===== src/sv/qtaa_pkg.sv =====
`default_nettype none
// ----------------------------------------------------------------------------
// Quadtree atlas tile allocator package
// Shared widths, codes and the command and status bundles that join the
// controller and the datapath.
// ----------------------------------------------------------------------------
package qtaa_pkg;

   localparam int LEVEL_W    = 5;
   localparam int FSL_W      = 4;
   localparam int SLOT_W     = 6;
   localparam int QUARTER_W  = 3;
   localparam int TILE_X_W   = 15;
   localparam int TILE_Y_W   = 20;
   localparam int SIDE_W     = 16;
   localparam int STATUS_W   = 2;
   localparam int CSR_DATA_W = 6;

   localparam logic CMD_ALLOCATE = 1'b0;
   localparam logic CMD_RESTART  = 1'b1;

   localparam logic CSR_FULL_SIZE_LOG2 = 1'b0;
   localparam logic CSR_SLOT_COUNT     = 1'b1;

   localparam logic [STATUS_W-1:0] STATUS_OK    = 2'd0;
   localparam logic [STATUS_W-1:0] STATUS_FULL  = 2'd1;
   localparam logic [STATUS_W-1:0] STATUS_RANGE = 2'd2;

   localparam logic [QUARTER_W-1:0] NO_PARENT     = 3'd4;
   localparam logic [QUARTER_W-1:0] FIRST_QUARTER = 3'd1;
   localparam logic [SLOT_W-1:0]    MAX_SLOTS     = 6'd32;
   localparam logic [FSL_W-1:0]     FSL_RESET     = 4'd12;

   typedef struct packed {
      logic load;
      logic climb;
      logic commit;
   } qtaa_cmd_type;

   typedef struct packed {
      logic resolved;
      logic out_free;
   } qtaa_status_type;

endpackage
`default_nettype wire


===== src/sv/qtaa_ctrl.sv =====
`default_nettype none
// ----------------------------------------------------------------------------
// Quadtree atlas tile allocator controller
// Takes a request, lets the datapath climb the levels until the request is
// resolved, and commits the result once the output register is free.
// ----------------------------------------------------------------------------
module qtaa_ctrl (
   input  wire logic                     clock,
   input  wire logic                     reset,
   input  wire logic                     req_valid,
   output logic                          req_ready,
   output qtaa_pkg::qtaa_cmd_type        cmd,
   input  wire qtaa_pkg::qtaa_status_type status
);
   import qtaa_pkg::*;

   localparam logic ST_IDLE = 1'b0;
   localparam logic ST_EVAL = 1'b1;

   logic state_ff;
   logic state_in;

   always_comb begin
      cmd.load   = (state_ff == ST_IDLE) && req_valid;
      cmd.climb  = (state_ff == ST_EVAL) && !status.resolved;
      cmd.commit = (state_ff == ST_EVAL) && status.resolved && status.out_free;
      req_ready  = (state_ff == ST_IDLE);
      state_in   = state_ff;
      case (state_ff)
         ST_IDLE: begin
            if (req_valid) begin
               state_in = ST_EVAL;
            end
         end
         ST_EVAL: begin
            if (cmd.commit) begin
               state_in = ST_IDLE;
            end
         end
         default: begin
            state_in = ST_IDLE;
         end
      endcase
   end

   always_ff @(posedge clock) begin
      if (reset) begin
         state_ff <= ST_IDLE;
      end else begin
         state_ff <= state_in;
      end
   end

endmodule
`default_nettype wire


===== src/sv/qtaa_dp.sv =====
`default_nettype none
// ----------------------------------------------------------------------------
// Quadtree atlas tile allocator datapath
// Holds the configuration, the per-level parent positions and quarter counts,
// the climb index and the output register.
// ----------------------------------------------------------------------------
module qtaa_dp #(
   parameter int LEVELS = 32
) (
   input  wire logic                                clock,
   input  wire logic                                reset,
   input  wire logic                                csr_write_enable,
   input  wire logic                                csr_index,
   input  wire logic [qtaa_pkg::CSR_DATA_W-1:0]     csr_write_data,
   input  wire logic                                req_command,
   input  wire logic [qtaa_pkg::LEVEL_W-1:0]        req_level,
   input  wire qtaa_pkg::qtaa_cmd_type              cmd,
   output qtaa_pkg::qtaa_status_type                status,
   input  wire logic                                rsp_ready,
   output logic                                     rsp_valid,
   output logic [qtaa_pkg::TILE_X_W-1:0]            rsp_tile_x,
   output logic [qtaa_pkg::TILE_Y_W-1:0]            rsp_tile_y,
   output logic [qtaa_pkg::SIDE_W-1:0]              rsp_tile_side,
   output logic [qtaa_pkg::STATUS_W-1:0]            rsp_status
);
   import qtaa_pkg::*;

   localparam int LW = $clog2(LEVELS);
   localparam logic [LEVEL_W:0] LEVEL_LIMIT = (LEVEL_W + 1)'(LEVELS);

   logic [FSL_W-1:0]     fsl_ff, fsl_in;
   logic [SLOT_W-1:0]    slot_count_ff, slot_count_in;
   logic                 command_ff, command_in;
   logic [LEVEL_W-1:0]   level_ff, level_in;
   logic [LW-1:0]        j_ff, j_in;
   logic [SLOT_W-1:0]    next_slot_ff, next_slot_in;
   logic [TILE_X_W-1:0]  parent_x_ff [LEVELS];
   logic [TILE_X_W-1:0]  parent_x_in [LEVELS];
   logic [TILE_Y_W-1:0]  parent_y_ff [LEVELS];
   logic [TILE_Y_W-1:0]  parent_y_in [LEVELS];
   logic [QUARTER_W-1:0] quarters_ff [LEVELS];
   logic [QUARTER_W-1:0] quarters_in [LEVELS];
   logic                 rsp_valid_ff, rsp_valid_in;
   logic [TILE_X_W-1:0]  tile_x_ff, tile_x_in;
   logic [TILE_Y_W-1:0]  tile_y_ff, tile_y_in;
   logic [SIDE_W-1:0]    side_ff, side_in;
   logic [STATUS_W-1:0]  status_ff, status_in;

   logic [SIDE_W-1:0]    full_side;
   logic [SIDE_W-1:0]    side_j;
   logic [QUARTER_W-1:0] quarter_j;
   logic                 no_parent;
   logic                 bad_level;
   logic [SLOT_W-1:0]    slot_limit;
   logic                 atlas_full;
   logic                 grant;
   logic                 is_restart;
   logic [LW-1:0]        level_idx;
   logic [TILE_Y_W:0]    slot_y_wide;
   logic [TILE_X_W-1:0]  new_x;
   logic [TILE_Y_W-1:0]  new_y;

   always_comb begin
      full_side   = SIDE_W'(1) << fsl_ff;
      side_j      = full_side >> j_ff;
      quarter_j   = quarters_ff[j_ff];
      no_parent   = quarter_j[2];
      is_restart  = (command_ff == CMD_RESTART);
      bad_level   = ({1'b0, level_ff} >= LEVEL_LIMIT) ||
                    (level_ff > LEVEL_W'(fsl_ff));
      slot_limit  = (slot_count_ff > MAX_SLOTS) ? MAX_SLOTS : slot_count_ff;
      atlas_full  = (next_slot_ff >= slot_limit);
      level_idx   = level_ff[LW-1:0];
      slot_y_wide = (TILE_Y_W + 1)'(next_slot_ff) << fsl_ff;
      grant       = !is_restart && !bad_level && !(no_parent && atlas_full);
      if (no_parent) begin
         new_x = '0;
         new_y = slot_y_wide[TILE_Y_W-1:0];
      end else begin
         new_x = parent_x_ff[j_ff] + (quarter_j[1] ? TILE_X_W'(side_j) : '0);
         new_y = parent_y_ff[j_ff] + (quarter_j[0] ? TILE_Y_W'(side_j) : '0);
      end
      status.resolved = is_restart || bad_level || !no_parent || (j_ff == '0);
      status.out_free = !rsp_valid_ff || rsp_ready;
   end

   always_comb begin
      fsl_in        = fsl_ff;
      slot_count_in = slot_count_ff;
      command_in    = command_ff;
      level_in      = level_ff;
      j_in          = j_ff;
      next_slot_in  = next_slot_ff;
      parent_x_in   = parent_x_ff;
      parent_y_in   = parent_y_ff;
      quarters_in   = quarters_ff;
      tile_x_in     = tile_x_ff;
      tile_y_in     = tile_y_ff;
      side_in       = side_ff;
      status_in     = status_ff;
      rsp_valid_in  = rsp_valid_ff && !rsp_ready;

      if (csr_write_enable) begin
         case (csr_index)
            CSR_FULL_SIZE_LOG2: fsl_in = csr_write_data[FSL_W-1:0];
            CSR_SLOT_COUNT:     slot_count_in = csr_write_data[SLOT_W-1:0];
            default: begin
               fsl_in = fsl_ff;
            end
         endcase
      end

      if (cmd.load) begin
         command_in = req_command;
         level_in   = req_level;
         j_in       = LW'(req_level);
      end

      if (cmd.climb) begin
         j_in = j_ff - LW'(1);
      end

      if (cmd.commit) begin
         rsp_valid_in = 1'b1;
         tile_x_in    = '0;
         tile_y_in    = '0;
         side_in      = '0;
         status_in    = STATUS_OK;
         if (is_restart) begin
            for (int i = 0; i < LEVELS; i++) begin
               quarters_in[i] = NO_PARENT;
            end
            next_slot_in = '0;
         end else if (bad_level) begin
            status_in = STATUS_RANGE;
         end else if (!grant) begin
            status_in = STATUS_FULL;
         end else begin
            if (no_parent) begin
               next_slot_in = next_slot_ff + SLOT_W'(1);
            end else begin
               quarters_in[j_ff] = quarter_j + QUARTER_W'(1);
            end
            for (int i = 0; i < LEVELS; i++) begin
               if ((LW'(i) > j_ff) && (LW'(i) <= level_idx)) begin
                  parent_x_in[i] = new_x;
                  parent_y_in[i] = new_y;
                  quarters_in[i] = FIRST_QUARTER;
               end
            end
            tile_x_in = new_x;
            tile_y_in = new_y;
            side_in   = full_side >> level_ff;
         end
      end
   end

   always_ff @(posedge clock) begin
      if (reset) begin
         fsl_ff        <= FSL_RESET;
         slot_count_ff <= MAX_SLOTS;
         next_slot_ff  <= '0;
         rsp_valid_ff  <= 1'b0;
         for (int i = 0; i < LEVELS; i++) begin
            quarters_ff[i] <= NO_PARENT;
         end
      end else begin
         fsl_ff        <= fsl_in;
         slot_count_ff <= slot_count_in;
         next_slot_ff  <= next_slot_in;
         rsp_valid_ff  <= rsp_valid_in;
         quarters_ff   <= quarters_in;
      end
   end

   always_ff @(posedge clock) begin
      command_ff  <= command_in;
      level_ff    <= level_in;
      j_ff        <= j_in;
      parent_x_ff <= parent_x_in;
      parent_y_ff <= parent_y_in;
      tile_x_ff   <= tile_x_in;
      tile_y_ff   <= tile_y_in;
      side_ff     <= side_in;
      status_ff   <= status_in;
   end

   assign rsp_valid     = rsp_valid_ff;
   assign rsp_tile_x    = tile_x_ff;
   assign rsp_tile_y    = tile_y_ff;
   assign rsp_tile_side = side_ff;
   assign rsp_status    = status_ff;

   assert property (@(posedge clock) disable iff (reset)
      cmd.commit |=> rsp_valid_ff)
      else $error("Committed transaction did not reach the output register.");

   assert property (@(posedge clock) disable iff (reset)
      rsp_valid_ff && (status_ff != STATUS_OK) |-> (side_ff == '0))
      else $error("Failed transaction carries a non-zero tile side.");

   assert property (@(posedge clock) disable iff (reset)
      cmd.commit && is_restart |=> (next_slot_ff == '0) && (quarters_ff[0] == NO_PARENT))
      else $error("Restart did not clear the allocator state.");

   assert property (@(posedge clock) disable iff (reset)
      cmd.climb |-> (j_ff != '0) && no_parent)
      else $error("Climb issued past the root or past a free parent.");

   assert property (@(posedge clock) disable iff (reset)
      next_slot_ff <= MAX_SLOTS)
      else $error("Slot counter ran beyond the atlas limit.");

endmodule
`default_nettype wire


===== src/sv/quadtree_atlas_tile_allocator.sv =====
`default_nettype none
// ----------------------------------------------------------------------------
// Quadtree atlas tile allocator
// Hands out square tiles of a one-column shadow atlas by quadtree levels,
// taking new parents from the level above and new slots at the root.
// ----------------------------------------------------------------------------
// Channel   Direction  Handshake             Content
// req_      in         req_valid/req_ready   command, level
// rsp_      out        rsp_valid/rsp_ready   tile_x, tile_y, tile_side, status
// csr_      in         csr_write_enable      register index and write data
//
// A transaction is accepted in the idle state and then climbs the per-level
// quarter counts in evaluation, one level at a time, until it resolves; the
// next is accepted only after its commit, and a valid level never exceeds 15.
// Restart and out-of-range transactions resolve in the first evaluation
// cycle. A stalled output holds the result back at its commit and blocks the
// input meanwhile. Reset is synchronous and empties every level and the slot
// counter.
// ----------------------------------------------------------------------------
module quadtree_atlas_tile_allocator #(
   parameter int LEVELS = 32
) (
   input  wire logic                            clock,
   input  wire logic                            reset,
   input  wire logic                            csr_write_enable,
   input  wire logic                            csr_index,
   input  wire logic [qtaa_pkg::CSR_DATA_W-1:0] csr_write_data,
   input  wire logic                            req_valid,
   output logic                                 req_ready,
   input  wire logic                            req_command,
   input  wire logic [qtaa_pkg::LEVEL_W-1:0]    req_level,
   output logic                                 rsp_valid,
   input  wire logic                            rsp_ready,
   output logic [qtaa_pkg::TILE_X_W-1:0]        rsp_tile_x,
   output logic [qtaa_pkg::TILE_Y_W-1:0]        rsp_tile_y,
   output logic [qtaa_pkg::SIDE_W-1:0]          rsp_tile_side,
   output logic [qtaa_pkg::STATUS_W-1:0]        rsp_status
);
   import qtaa_pkg::*;

   qtaa_cmd_type    cmd;
   qtaa_status_type status;

   qtaa_ctrl u_ctrl (
      .clock     (clock),
      .reset     (reset),
      .req_valid (req_valid),
      .req_ready (req_ready),
      .cmd       (cmd),
      .status    (status)
   );

   qtaa_dp #(
      .LEVELS (LEVELS)
   ) u_dp (
      .clock            (clock),
      .reset            (reset),
      .csr_write_enable (csr_write_enable),
      .csr_index        (csr_index),
      .csr_write_data   (csr_write_data),
      .req_command      (req_command),
      .req_level        (req_level),
      .cmd              (cmd),
      .status           (status),
      .rsp_ready        (rsp_ready),
      .rsp_valid        (rsp_valid),
      .rsp_tile_x       (rsp_tile_x),
      .rsp_tile_y       (rsp_tile_y),
      .rsp_tile_side    (rsp_tile_side),
      .rsp_status       (rsp_status)
   );

endmodule
`default_nettype wire


===== config.mk =====
export PLATFORM = sky130hd
export DESIGN_NAME = quadtree_atlas_tile_allocator
export DESIGN_NICKNAME = d
export VERILOG_FILES = /design/src/sv/qtaa_pkg.sv /design/src/sv/qtaa_ctrl.sv /design/src/sv/qtaa_dp.sv /design/src/sv/quadtree_atlas_tile_allocator.sv
export SDC_FILE = /design/constraint.sdc
export NUM_CORES = 2
export LEC_CHECK = 0
export BUFFER_PORTS_ARGS = -buffer_cell sky130_fd_sc_hd__buf_4
export CORE_UTILIZATION = 50
export CTS_BUF_LIST = sky130_fd_sc_hd__clkbuf_8
export CTS_CLUSTER_DIAMETER = 40
export DETAILED_ROUTE_END_ITERATION = 8
export GPL_TIMING_DRIVEN = 0
export PLACE_DENSITY = 0.7
export RECOVER_POWER = 100
export SLEW_MARGIN = 20
export SYNTH_ARGS = -nofsm -noshare
export SYNTH_HDL_FRONTEND = slang
export SYNTH_SLANG_ARGS = --single-unit

===== constraint.sdc =====
create_clock -name clock -period 8.5 [get_ports clock]
set_clock_uncertainty 0.1 [all_clocks]
set_input_delay 1.7 -clock clock [delete_from_list [all_inputs] [get_ports clock]]
set_output_delay 1.7 -clock clock [all_outputs]
set_load 0.005 [all_outputs]

After elaboration in Yosys (flattened, before gate mapping) --
Cells that the tools add are included.
Cells by class: shift operators 4, bitwise logic cells 6, equal/unequal tests 33, reduce and logical (&&, ||, !) cells 125, add/subtract/negate cells 5, multiplexer cells 65, $lt $le $gt $ge 69
Operators by type and width (count):
- $mux 96 | 4
- $reduce_and 5->1 | 32
- $reduce_and 4->1 | 33
- $mux 3 | 35
- $bmux 20 s5 | 1
- $bwmux 96 | 1
- $ne 3x2->1 const B | 32
- $gt 5x5->1 const A | 16
- $le 5x5->1 const A | 16
- $bmux 15 s5 | 1
- $mux 15 | 4
- $mux 20 | 3
- $logic_and 1x1->1 | 41
- $gt 4x5->1 const A | 8
- $le 4x5->1 const A | 8
- $shr 16x5->16 | 2
- $mux 6 | 5
- $add 20x20->20 | 1
- $gt 3x5->1 const A | 4
- $le 3x5->1 const A | 4
- $shl 6x4->20 | 1
- $mux 16 | 1
- $shl 1x4->16 const A | 1
- $add 15x15->15 | 1
- 28 further kinds | 52
Word-level totals: flip-flop bits (word level) 1298, logic and storage cells 416

Longest topological paths before layout --
depth after elaboration 11, gate-level depth with buffers 24, mapped depth without buffers 18

Hierarchy --
A second synthesis with hierarchy kept.
Second synthesis, totals: cell total of the unflattened synthesis 4061, area, all modules 56276.5 µm²
By module, submodules not included:
- qtaa_dp | cells each 4054, instances 1, area an instance 56215.2 µm²
- qtaa_ctrl | cells each 7, instances 1, area an instance 61.3 µm²

Worst setup path after synthesis --
No wires, ideal clock.
path type register to register, start point register u_dp.j_ff[0], end point register u_dp.parent_y_ff[115] in the netlist's numbering, data pin, clock period less this slack 6.548 ns, slack 1.952 ns, stages on the path, launching flop included 19, setup time 0.572 ns, data arrival time 5.876 ns, cell sequence edfxtp_1 > buf_6 > buf_6 > buf_6 > buf_6 > buf_4 > buf_2 > mux4_2 > a21oi_1 > o21ai_0 > o21ai_0 > a21oi_1 > ha_1 > a21o_1 > or3_1 > o22ai_1 > o211ai_1 > a22o_1 > o41ai_1
Between the ends: cells in the longest elaborated chain, start to end 7, elaborated cells between the ends (all ways) 11, those cells by class add/sub (1); shift (1); mux (8); bitwise (1)
RTL lines:
- start: declaration | line qtaa_dp.sv:35 | logic [LW-1:0] j_ff, j_in;
- start signal: assignment | line qtaa_dp.sv:179 | j_ff <= j_in;
- $not 5->6 (not written as such) | line qtaa_dp.sv:66, qtaa_dp.sv:81
- $bmux 3 s5 | line qtaa_dp.sv:66 | quarter_j = quarters_ff[j_ff];
- $mux 3 (not written as such) (2 in series) | line qtaa_dp.sv:66
- $mux 16 | line qtaa_dp.sv:81 | new_y = parent_y_ff[j_ff] + (quarter_j[0] ? TILE_Y_W'(side_j) : '0);
- $add 20x20->20 | line qtaa_dp.sv:81
- $mux 20 (*) | line qtaa_dp.sv:76 | if (no_parent) begin
- named net u_dp.new_y[15] | line qtaa_dp.sv:61 | logic [TILE_Y_W-1:0] new_y;
- end signal: assignment | line qtaa_dp.sv:181 | parent_y_ff <= parent_y_in;
- end: declaration | line qtaa_dp.sv:39 | logic [TILE_Y_W-1:0] parent_y_ff [LEVELS];
The timed path passes the listed nets; every way through them passes the cells marked *. The select of a mux whose other input is x is not followed. A chain may end at the register's enable or synchronous reset.

Worst setup path after layout --
start point register u_dp.j_ff[1], end point register u_dp.parent_y_ff[622] in the netlist's numbering, enable pin
Between the ends: cells in the longest elaborated chain, start to end 10, elaborated cells between the ends (all ways) 16, those cells by class order compare (1); mux (3); bitwise (1); reduce/logical (11)
RTL lines:
- $not 5->6 (not written as such) | line qtaa_dp.sv:66
- $bmux 3 s5 | line qtaa_dp.sv:66
- $mux 3 (not written as such) (2 in series) | line qtaa_dp.sv:66
- $logic_not 1->1 | line qtaa_dp.sv:83 | status.resolved = is_restart || bad_level || !no_parent || (j_ff == '0);
- $logic_or 1x1->1 (2 in series) | line qtaa_dp.sv:83
- $logic_and 1x1->1 (2 in series) | line qtaa_ctrl.sv:26 | cmd.commit = (state_ff == ST_EVAL) && status.resolved && status.out_free;
- $reduce_and 5->1 (no line) (*)
Mark *: on every way between the ends. The rest lies on a longest branch, timed or not. The select of a mux whose other input is x is not followed.

==> qor.csv <==
stage,metric,value,unit
logic_synthesis,"Async S/R FF share, synth",0,
sta,fmax,117,MHz
critical_path,CP max stage cell,nor3_1,
sta,unrepaired setup endpoints after global routing,false,
critical_path,startpoint types,flop,
route,drt pass-1 iters,6,
logic_synthesis,Netlist cell types,89,
clocking,Post-CTS Repair Setup Buffers,0,
route,DR DRC count,0,
global_routing,global-route wire length before repair,266000,um
critical_path,CP max FO,12,
critical_path,R2R Path End,u_dp.parent_y_ff[622],
final_layout,Finished Cell Area,64600,sq um
logic_synthesis,most common cell in the synthesized netlist,edfxtp_1,
clocking,clk slew on worst S/H paths,60,ps
critical_path,worst path buffer plus inverter count,10,
route,initial drt markers,5092,
critical_path,CP Depth,16,
clocking,clk buf depth,3,
global_routing,GRT Total Usage,0.338,
critical_path,WP data required,8990,ps
sta,Slew Limit Headroom,-0.710,
critical_path,CP Cell Sequence,buf_2 > buf_2 > inv_2 > buf_2 > clkbuf_1 > buf_2 > clkbuf_1 > ha_1 > nor2b_1 > nand2_1 > a31oi_1 > nand2_1 > nor3_1 > clkbuf_1 > clkbuf_1 > buf_4,
clocking,# hold bufs at CTS,0,
logic_synthesis,synth warn,0,
final_layout,Final nets,4818,
logic_synthesis,synthesized area,55700,sq um
pwr,Sw Ratio,0.282,
critical_path,worst reg2reg path depth,16,
sta,min Tclk post-route,8540,ps
clocking,TritonCTS Sinks,1298,
global_routing,vias in the first global route,37200,
logic_synthesis,ys flop type,edfxtp_1,
floorplanning,initial core utilization,0.504,
logic_synthesis,Post-synth top cells,"edfxtp_1 (1184), nor2_1 (270), mux2i_1 (209), a21oi_1 (194), o22ai_1 (189)",
clocking,TritonCTS buffer count,214,
logic_synthesis,Synth Register Bits,1298,
sta,fin crit share,1.01,
critical_path,Critical Path End Type,flop,
floorplanning,chip width,336,um
route,Post-DRT Antenna Nets,0,
logic_synthesis,sequential cell area fraction in the yosys report,0.679,
outcome,failing checks,"max-capacitance violations, max-slew violations, negative setup slack",
global_routing,GRT Residual Overflow,0,
pwr,Internal,10.9,mW
place,Port Buffers,71,
pwr,Worst IR Drop VDD,0.168,mV
floorplanning,Die Area,113000,sq um
route,via-per-instance ratio,6.03,
logic_synthesis,largest area contributor in the netlist,edfxtp_1,
clocking,CTS tree,yes,
sta,setup TNS after final layout,-306,ps
global_routing,antenna violations before repair,16,
clocking,CTS Root Cell,clkbuf_8,
sta,setup slack after layout,-43.1,ps
logic_synthesis,Post-Syn Instances,3855,
pwr,Seq pwr share,0.513,
critical_path,r2r setup slk,-40,ps
pwr,Clock power frac,0.342,
floorplanning,IO Count,73,
logic_synthesis,"EDFF count, synth",1184,
flow_run,max_cap viols,11,
route,total wire length,191000,um
critical_path,CP Class,reg -> reg,
sta,Slew Limit Fails,242,
critical_path,WP data arrival,9040,ps
place,routability cong.,1.02,
critical_path,Critical R2R Launch,u_dp.j_ff[1],
outcome,status,finished with violations,
logic_synthesis,dominant cells by area after synthesis,"edfxtp_1 (64%), dfxtp_1 (4.1%), mux2_2 (3.8%)",
min_path,worst hold path type,reg -> reg,
floorplanning,Rows,122,
global_routing,largest net degree at the start of global routing,38,
floorplanning,die height,336,um
pwr,net load switching power,4.30,mW
final_layout,share of layout cells above drive strength 1,0.153,
critical_path,CP peak stage delay,990,ps
critical_path,crit-path leading delay family,buffers and inverters,
route,routed length per instance,29.8,um
sta,worst slew pin tran,2540,ps
final_layout,Area Growth Syn to Fin,15.9,%
sta,# setup viols final,18,
pwr,leak pwr,23.3,nW
critical_path,Critical Path Sink,u_dp.parent_y_ff[622],
sta,Hold Fails Final Rpt,0,
logic_synthesis,top cell type's share of synthesized area,0.638,
route,via count,38700,
pwr,Comb pwr share,0.145,
critical_path,worst setup path start,u_dp.j_ff[1],
place,HPWL Detailed,135000,um
floorplanning,core area,111000,sq um
logic_synthesis,Mean Syn Cell Area,14.5,sq um
clocking,CTS HTree Levels,4,
place,Placed Area,61300,sq um
clocking,clk_lat worst skew,920,ps
pwr,pwr/cell area,236,nW/um^2
final_layout,"Core Util, Final",0.584,
-- final cells by class --
class	instances	area, sq um
antenna	7	17.5
clock buffer	219	3010
fill	9051	45900
sequential	1298	37800
buffer	263	1270
tap	1488	1860
multi-input combinational	2796	18500
clock inverter	178	1050
timing repair buffer	122	865
inverter	56	210
-- layer usage --
metal / track usage / vias to the layer above / wire, um / part of all wire
li1: - / 16400 / - / -
met3: 0.0799 / 546 / 20500 / 0.11
met4: 0.184 / 8 / 11500 / 0.060
met1: 0.456 / 19400 / 75200 / 0.39
met2: 0.508 / 2388 / 84000 / 0.44
met5: 0 / - / 54 / 0.00028
-- cells in the final DEF, fill, tap and decap left out, types with 29 or more instances in the layout --
| master | Yosys | final |
|---|---|---|
| nor2_1 | 270 | 290 |
| edfxtp_1 | 1184 | 1184 |
| mux2_2 | 186 | 186 |
| o211ai_1 | 35 | 35 |
| nand3_1 | 41 | 41 |
| clkbuf_4 | 0 | 57 |
| clkbuf_8 | 0 | 219 |
| a31oi_1 | 46 | 47 |
| o22ai_1 | 189 | 189 |
| clkbuf_1 | 142 | 171 |
| mux2i_1 | 209 | 208 |
| ha_1 | 47 | 47 |
| a22oi_1 | 30 | 30 |
| nand2b_1 | 46 | 46 |
| o32ai_1 | 30 | 30 |
| o21ai_0 | 102 | 105 |
| mux4_2 | 67 | 67 |
| nor3_1 | 95 | 94 |
| conb_1 | 1 | 560 |
| a21oi_1 | 194 | 193 |
| inv_1 | 48 | 104 |
| and3_1 | 32 | 32 |
| a211oi_1 | 116 | 116 |
| clkinv_2 | 0 | 29 |
| buf_4 | 28 | 37 |
| dfxtp_1 | 114 | 114 |
| clkinv_1 | 6 | 68 |
| nand2_1 | 160 | 159 |
| buf_2 | 62 | 60 |
-- through the flow --
| stage | cells | setup slack [ps] | hold slack, ps | total power, mW |
|---|---|---|---|---|
| after floorplan | 4414 | 1950 | 332 | 9.11 |
| after global placement | 5973 | -3310 | 348 | 10.0 |
| after detailed placement | 6022 | 12.1 | 351 | 10.2 |
| after CTS | 6419 | 152 | 362 | 15.3 |
| after global routing | 6421 | 17.4 | 380 | 15.7 |
| final | 6427 | -43.1 | 361 | 15.2 |
-- cells by family (layout without fill, tap and decap cells) --
| group | Yosys count | count (layout) | synth area share |
|---|---|---|---|
| other | 1 | 567 | 0.0000673 |
| AND/OR/NAND/NOR | 779 | 779 | 0.0657 |
| XOR/XNOR | 39 | 39 | 0.00627 |
| multiplexers | 474 | 474 | 0.105 |
| flip-flops | 1298 | 1298 | 0.679 |
| AO/OA/AOI/OAI | 895 | 895 | 0.107 |
| adder cells (fa/ha/maj) | 49 | 49 | 0.0113 |
| buffers and inverters | 320 | 838 | 0.0263 |
-- power by group through the flow --
stage	logic [mW]	clock network, mW	registers [mW]
final	2.21	5.22	7.81
after global routing	2.29	5.55	7.85
after CTS	2.25	5.27	7.80
after detailed placement	2.24	0	7.93
after global placement	2.08	0	7.94
after floorplan	1.21	0	7.90
-- worst min-delay path by stage --
stage	cells past startpoint	startpoint	endpoint
floorplan	2	u_dp.slot_count_ff[0]	u_dp.slot_count_ff[0]
global placement	2	u_dp.slot_count_ff[0]	u_dp.slot_count_ff[0]
detailed placement	2	u_dp.slot_count_ff[0]	u_dp.slot_count_ff[0]
CTS	2	u_dp.slot_count_ff[0]	u_dp.slot_count_ff[0]
global route	2	u_dp.slot_count_ff[0]	u_dp.slot_count_ff[0]
finish	2	u_dp.slot_count_ff[2]	u_dp.slot_count_ff[2]
-- registers in the layout, summed over array words and instances, names as in the netlist --
signal              count
u_dp.parent_x_ff      480
u_dp.next_slot_ff       6
u_dp.level_ff           5
u_dp.command_ff         1
u_dp.fsl_ff             4
u_dp.rsp_tile_y        20
u_dp.rsp_tile_side     16
u_dp.rsp_status         2
u_dp.slot_count_ff      6
u_ctrl.state_ff         1
u_dp.quarters_ff       96
u_dp.rsp_tile_x        15
u_dp.parent_y_ff      640
u_dp.j_ff               5
u_dp.rsp_valid          1
-- repair_timing --
item,4_1_cts,5_1_grt
pin swaps,0,0
cloned,0,0
resized for setup,2,10
setup endpoints to repair,1,83
-- tightest hold or removal path: cells and delay by family (launching register included) --
family | cells | cell delay, ps
AOI/OAI and AO/OA | 1 | 60
and+or+nand+nor | 1 | 50
DFF | 1 | 310
No activity file was read; power rests on OpenSTA's default activity.
